### src/gprt_pkg.sv
// Shared types and constants for the grid permutation remap table.
// Used by gprt_table, gprt_cdiv and grid_permutation_remap_table.
`default_nettype none

package gprt_pkg;

    localparam int TYPE_W   = 2;
    localparam int IDX_W    = 13;
    localparam int CELL_W   = 23;
    localparam int ROWO_W   = 11;
    localparam int COLO_W   = 13;
    localparam int KIND_W   = 2;
    // widest table address / entry over the whole parameter range
    localparam int TBL_W    = 16;

    typedef enum logic [TYPE_W-1:0] {
        REQ_SWAP_ROW = 2'd0,
        REQ_SWAP_COL = 2'd1,
        REQ_QUERY    = 2'd2,
        REQ_LOCATE   = 2'd3
    } req_t;

    typedef enum logic [KIND_W-1:0] {
        KIND_VALUE = 2'd0,
        KIND_POS   = 2'd1,
        KIND_ERR   = 2'd2
    } kind_t;

    typedef enum logic [3:0] {
        ST_CLEAR,
        ST_IDLE,
        ST_SWAP_RD,
        ST_SWAP_WR1,
        ST_SWAP_WR2,
        ST_QRY_RD,
        ST_QRY_MUL,
        ST_QRY_SUM,
        ST_LOC_DIV,
        ST_LOC_RD,
        ST_LOC_GET,
        ST_RESULT
    } state_t;

    // one axis: forward table with two read ports, inverse with one
    typedef struct packed {
        logic             rd_en;
        logic [TBL_W-1:0] rd_a;
        logic [TBL_W-1:0] rd_b;
        logic [TBL_W-1:0] rd_inv;
        logic             fwd_we;
        logic [TBL_W-1:0] fwd_waddr;
        logic [TBL_W-1:0] fwd_wdata;
        logic             inv_we;
        logic [TBL_W-1:0] inv_waddr;
        logic [TBL_W-1:0] inv_wdata;
    } tbl_cmd_t;

    typedef struct packed {
        logic [TBL_W-1:0] fwd_qa;
        logic [TBL_W-1:0] fwd_qb;
        logic [TBL_W-1:0] inv_q;
    } tbl_rsp_t;

endpackage

`default_nettype wire

### src/gprt_cdiv.sv
// Splits a 0-based cell number into row and column by the constant COLS.
// Reciprocal multiply, remainder, one correction step. Uses gprt_pkg.
`default_nettype none

module gprt_cdiv
    import gprt_pkg::*;
#(
    parameter int COLS = 4096
) (
    input  wire logic              aclk,
    input  wire logic              aresetn,
    input  wire logic              in_valid,
    input  wire logic [CELL_W-1:0] in_num,
    output logic                   out_valid,
    output logic [CELL_W-1:0]      out_quo,
    output logic [TBL_W:0]         out_rem
);

    localparam int NW = CELL_W;
    localparam int CW = TBL_W + 1;          // holds COLS itself
    localparam int RW = CW + 1;             // estimate remainder < 2*COLS
    localparam longint unsigned RECIP = (64'd1 << NW) / COLS;
    localparam logic [NW-1:0] RECIP_L = NW'(RECIP);
    localparam logic [CW-1:0] COLS_L  = CW'(COLS);

    logic            v1_reg, v2_reg;
    logic [2*NW-1:0] prod_reg, prod_next;
    logic [NW-1:0]   n1_reg;
    logic [NW-1:0]   q2_reg, q_est;
    logic [RW-1:0]   r2_reg, r_next;
    logic [NW+CW-1:0] qc, r_full;
    logic            fix;

    // estimate is the true quotient or one below it
    assign prod_next = {{NW{1'b0}}, in_num} * {{NW{1'b0}}, RECIP_L};
    assign q_est     = prod_reg[2*NW-1:NW];
    assign qc        = {{CW{1'b0}}, q_est} * {{NW{1'b0}}, COLS_L};
    assign r_full    = {{CW{1'b0}}, n1_reg} - qc;
    assign r_next    = r_full[RW-1:0];

    always_ff @(posedge aclk) begin
        if (!aresetn) begin
            v1_reg <= 1'b0;
            v2_reg <= 1'b0;
        end else begin
            v1_reg <= in_valid;
            v2_reg <= v1_reg;
        end
    end

    always_ff @(posedge aclk) begin
        prod_reg <= prod_next;
        n1_reg   <= in_num;
        q2_reg   <= q_est;
        r2_reg   <= r_next;
    end

    assign fix       = r2_reg >= {1'b0, COLS_L};
    assign out_valid = v2_reg;
    assign out_quo   = fix ? (q2_reg + NW'(1)) : q2_reg;
    assign out_rem   = fix ? CW'(r2_reg - {1'b0, COLS_L}) : CW'(r2_reg);

    a_rem_bound: assert property (@(posedge aclk) disable iff (!aresetn)
        out_valid |-> ({1'b0, out_rem} < {1'b0, COLS_L}))
        else $error("cdiv: corrected remainder not below COLS");

    a_est_bound: assert property (@(posedge aclk) disable iff (!aresetn)
        v2_reg |-> (r2_reg < {COLS_L, 1'b0}))
        else $error("cdiv: quotient estimate off by more than one");

    a_pipe: assert property (@(posedge aclk) disable iff (!aresetn)
        v1_reg |=> v2_reg)
        else $error("cdiv: valid lost in pipeline");

endmodule

`default_nettype wire

### config.mk
export PLATFORM = sky130hd
export DESIGN_NAME = gprt_cdiv
export DESIGN_NICKNAME = d
export VERILOG_FILES = /design/src/gprt_pkg.sv /design/src/gprt_cdiv.sv
export SDC_FILE = /design/constraint.sdc
export NUM_CORES = 1
export LEC_CHECK = 0
export ABC_CLOCK_PERIOD_IN_PS = 950
export BUFFER_PORTS_ARGS = -buffer_cell sky130_fd_sc_hd__buf_4
export CAP_MARGIN = 20
export CORE_UTILIZATION = 41
export DETAILED_ROUTE_END_ITERATION = 7
export PLACE_DENSITY = 0.76
export SLEW_MARGIN = 30
export SYNTH_ARGS = -nofsm -noshare
export SYNTH_HDL_FRONTEND = slang
export SYNTH_SLANG_ARGS = --single-unit
### constraint.sdc
create_clock -name aclk -period 0.95 [get_ports aclk]
set_clock_uncertainty 0.15 [all_clocks]
set_input_delay 0.1425 -clock aclk [delete_from_list [all_inputs] [get_ports aclk]]
set_output_delay 0.1425 -clock aclk [all_outputs]
set_load 0.01 [all_outputs]
### Word-level counts from Yosys, hierarchy flattened

Cells that the tools add are included.

| storage, ports and cells | value |
|---|---|
| bits of input ports | 26 |
| logic and storage cells | 11 |
| register bits | 54 |

| operators by class | value |
|---|---|
| mux-type cells | 2 |
| $lt $le $gt $ge | 1 |
| add/sub/neg operators | 3 |

Operators by type and width:

| operator | count |
|---|---|
| $ge 18x13->1 const B | 1 |
| $sub 18x18->18 | 1 |
| $mux 17 | 1 |
| $sub 17x13->17 const B | 1 |
| $add 11x1->12 const B | 1 |
| $mux 12 | 1 |

### Longest topological paths before layout

| depth | value |
|---|---|
| depth after elaboration | 2 |
| mapped depth | 1 |
| mapped depth without buffers | 1 |

### Worst setup path after synthesis

No wires, ideal clock.

| timing path | value |
|---|---|
| path kind | register -> output |
| start | register q2_reg[0] |
| end | output port out_quo[0] |
| path slack | 0.244 ns |
| cell stages (with the launch flop) | 2 |
| data arrival time | 0.414 ns |
| path buffers | 1 |
| required time | 0.657 ns |
| cell sequence | dfxtp_1 -> clkbuf_1 |

| between the ends | value |
|---|---|
| cells in the longest elaborated chain, start to end | 2 |

RTL lines:

| item | line | text |
|---|---|---|
| start: declaration | gprt_cdiv.sv:29 | `logic [NW-1:0] q2_reg, q_est;` |
| start signal: assignment | gprt_cdiv.sv:54 | `q2_reg <= q_est;` |
| $add 11x1->12 | gprt_cdiv.sv:60 | `assign out_quo = fix ? (q2_reg + NW'(1)) : q2_reg;` |
| $mux 12 (*) | gprt_cdiv.sv:60 |  |
| end: declaration | gprt_cdiv.sv:15 | `output logic [CELL_W-1:0] out_quo,` |

Every way passes the cells marked *; elsewhere a longest branch is shown, timed or not.

### Worst setup path in the final report

| timing path | value |
|---|---|
| start | register r2_reg[4] |
| end | output port out_rem[4] |

| between the ends | value |
|---|---|
| cells in the longest elaborated chain, start to end | 2 |
| elaborated cells on any way between the ends | 3 |

RTL lines:

| item | line | text |
|---|---|---|
| start: declaration | gprt_cdiv.sv:30 | `logic [RW-1:0] r2_reg, r_next;` |
| start signal: assignment | gprt_cdiv.sv:55 | `r2_reg <= r_next;` |
| $sub 17x13->17 or $ge 18x13->1 (tied branches) | gprt_cdiv.sv:61, gprt_cdiv.sv:58 |  |
| $mux 17 (*) | gprt_cdiv.sv:61 | `assign out_rem = fix ? CW'(r2_reg - {1'b0, COLS_L}) : CW'(r2_reg);` |
| end: declaration | gprt_cdiv.sv:16 | `output logic [TBL_W:0] out_rem` |

Marks and branches as above.

==> impl_results.md <==
- Proportion of netlist area held by the largest area contributor: 0.838
- Number of buffer and inverter stages on the critical path: 1
- Endpoint type of the worst setup path: primary output
- Internal reg-to-reg setup slack: 0.25 ns
- Max FFs per register: 23
- Yosys warning total: 0
- Post-place instance area: 1440 um2
- Post-route DRC: 0
- Cell at the root of the clock tree: sky130_fd_sc_hd__clkbuf_4
- Largest net degree at the start of global routing: 16
- Global placement routability congestion: 0.615
- Largest stage delay, worst path: 0.35 ns
- DR vias/cell: 3.83
- Worst-path cell chain: buf_6
- WL final: 2060 um
- Net count, final: 174
- Die boundary height: 54.9 um
- ANT nets after route: 0
- Switching share of power: 0.206
- 1st-iter DRT viols: 5
- Fin. max-slew vios: 0
- First-pass GRT wire length: 2930 um
- Cell area power density: 1930 nW/um2
- Cell with the biggest individual delay on the critical path: sky130_fd_sc_hd__dfxtp_2
- Final worst-path setup slack: -0.157 ns
- Die area: 3010 um2
- CTS buffer count: 5
- Antenna violations before repair: 0
- Worst hold-check path type: register to register
- Number of iterations in the first detailed-routing pass: 3
- Status: complete, but fails checks
- Clock Sink Count: 48
- Fraction of layout instances using a drive strength above 1: 0.537
- Register clock-pin slew on the reported worst setup and hold paths: 0.14 ns
- Internal power component: 2.90 mW
- Post-detailed-route wirelength per cell: 11.5 um
- Source of the worst hold timing path: prod_reg[15]
- Placement Setup Slack: 0.233 ns
- Top fanout value on the critical path: 1
- Hold Crit Depth: 0
- Number of instances in the synthesized netlist: 79
- Cell Area, Synth: 1150 um2
- Max_cap viols: 0
- Count of antenna diodes in the layout: 0
- Latest clock arrival within the worst-skew pair: 0.35 ns
- X dimension of the die: 54.9 um
- Static Leak: 0.877 nW
- Clock period minus final worst setup slack: 1.11 ns
- Cell Rows: 18
- Arrival time worst endpoint: 0.81 ns
- Number of buffers added for setup after CTS: 0
- Number of ports placed on the die boundary: 67
- Portion of total power attributed to combinational logic: 0.092
- Deepest clock path buffer count: 2
- Top cells by area, synth: sky130_fd_sc_hd__dfxtp_1 84%, sky130_fd_sc_hd__buf_4 11%, sky130_fd_sc_hd__clkbuf_1 3.6%
- Clock tree from TritonCTS: yes
- Number of input and output port buffers inserted: 49
- Overall routing resource usage: 0.157
- Htree depth: 2
- Net switching power: 0.752 mW
- Final instance count without filler cells: 179
- R2R depth: 1
- Placeable core region: 2570 um2
- Synthesis-to-finish area growth: 65.1%
- Avg Inst Size Synth: 14.5 um2
- Count of final setup violators: 24
- Worst-case vdd ir drop: 1.67 mV
- Register share of total power: 0.593
- Synth unique cells: 5
- Post-route clock period utilization: 1.17
- R2r endpoint: out_valid
- Effective utilization at floorplan: 0.446
- Total placed cells including tap cells: 146
- Type of element launching the critical path: register
- Final Instance Area: 1890 um2
- Unrepaired setup endpoints after global routing: true
- WP data required: 0.66 ns
- Total gr overflow: 0
- Worst setup path category: register to primary output
- Cell type contributing the most total cell area after synthesis: sky130_fd_sc_hd__dfxtp_1
- WHS Endpoint: r2_reg[4]
- Post-synthesis register bit count: 48
- Via count of the first global-routing pass: 678
- Final Hold Vio Count: 0
- Part of the total power dissipated in the clock network: 0.315
- R2R Path Start: v1_reg
- Violated checks: setup timing
- Fin util: 0.737
- Portion of the post-synthesis area used by sequential elements: 0.838
- Highest Clock Rate: 903 MHz
- CP delay by family, top: flip-flops
- Vias after detailed routing: 685
-- area by class of cell --
cell class	count	area, um2
Sequential cell	48	990
Timing Repair Buffer	74	708
Fill cell	169	676
Multi-Input combinational cell	19	76.3
Clock inverter	3	42.5
Clock buffer	5	37.5
Tap cell	30	37.5
-- how the worst max path moves through the flow --
stage | startpoint | cells after the start | end
global route | r2_reg[4] | 1 | out_rem[4]
detailed placement | r2_reg[4] | 1 | out_rem[4]
floorplan | q2_reg[0] | 1 | out_quo[0]
finish | r2_reg[4] | 1 | out_rem[4]
global placement | q2_reg[8] | 1 | out_quo[8]
CTS | r2_reg[4] | 1 | out_rem[4]
-- metal layers --
metal,vias to the layer above,global-route usage,routed length (um)
li1,330,-,-
met1,300,0.128,692
met2,53,0.295,1140
met3,2,0.0944,217
met4,0,0.0641,15
met5,-,0,0
-- kinds of logic after synthesis --
group | share of synthesized area
other | 0.00327
flip-flops | 0.838
AND/OR/NAND/NOR | 0.0109
buffers and inverters | 0.147
-- layout by cell type (no fill, tap or decap) --
master / count
sky130_fd_sc_hd__bufinv_16: 1
sky130_fd_sc_hd__dfxtp_1: 25
sky130_fd_sc_hd__conb_1: 17
sky130_fd_sc_hd__clkbuf_4: 5
sky130_fd_sc_hd__and2_1: 2
sky130_fd_sc_hd__buf_6: 24
sky130_fd_sc_hd__clkinvlp_4: 1
sky130_fd_sc_hd__buf_4: 25
sky130_fd_sc_hd__clkinv_2: 1
sky130_fd_sc_hd__dfxtp_2: 23
sky130_fd_sc_hd__dlygate4sd3_1: 25
-- what timing repair did --
item,4_1_cts,5_1_grt
gates resized for setup,41,6
hold endpoints to repair,25,0
hold buffers,25,0
endpoints found under the setup margin,24,24
-- power groups by stage --
stage / Clock [mW] / Combinational [mW] / Sequential [mW]
floorplan: 0 / 0.112 / 2.20
global placement: 0 / 0.213 / 2.19
detailed placement: 0 / 0.217 / 2.19
CTS: 1.18 / 0.331 / 2.17
global route: 1.29 / 0.367 / 2.18
finish: 1.15 / 0.335 / 2.17
-- through the flow --
stage | hold WS, ns | total power [mW] | setup TNS, ns
2_1_floorplan | 0.0202 | 2.31 | 0
3_3_place_gp | 0.0969 | 2.40 | 0
3_5_place_dp | 0.0979 | 2.41 | 0
4_1_cts | 0.187 | 3.68 | -3.77
5_1_grt | 0.180 | 3.83 | -4.55
6_report | 0.170 | 3.66 | -3.30
-- cells in the mapped netlist, drive strengths merged --
cell	count
clkbuf	11
dfxtp	48
and2	2
buf	17
conb	1
No activity file was read; power rests on OpenSTA's default activity.
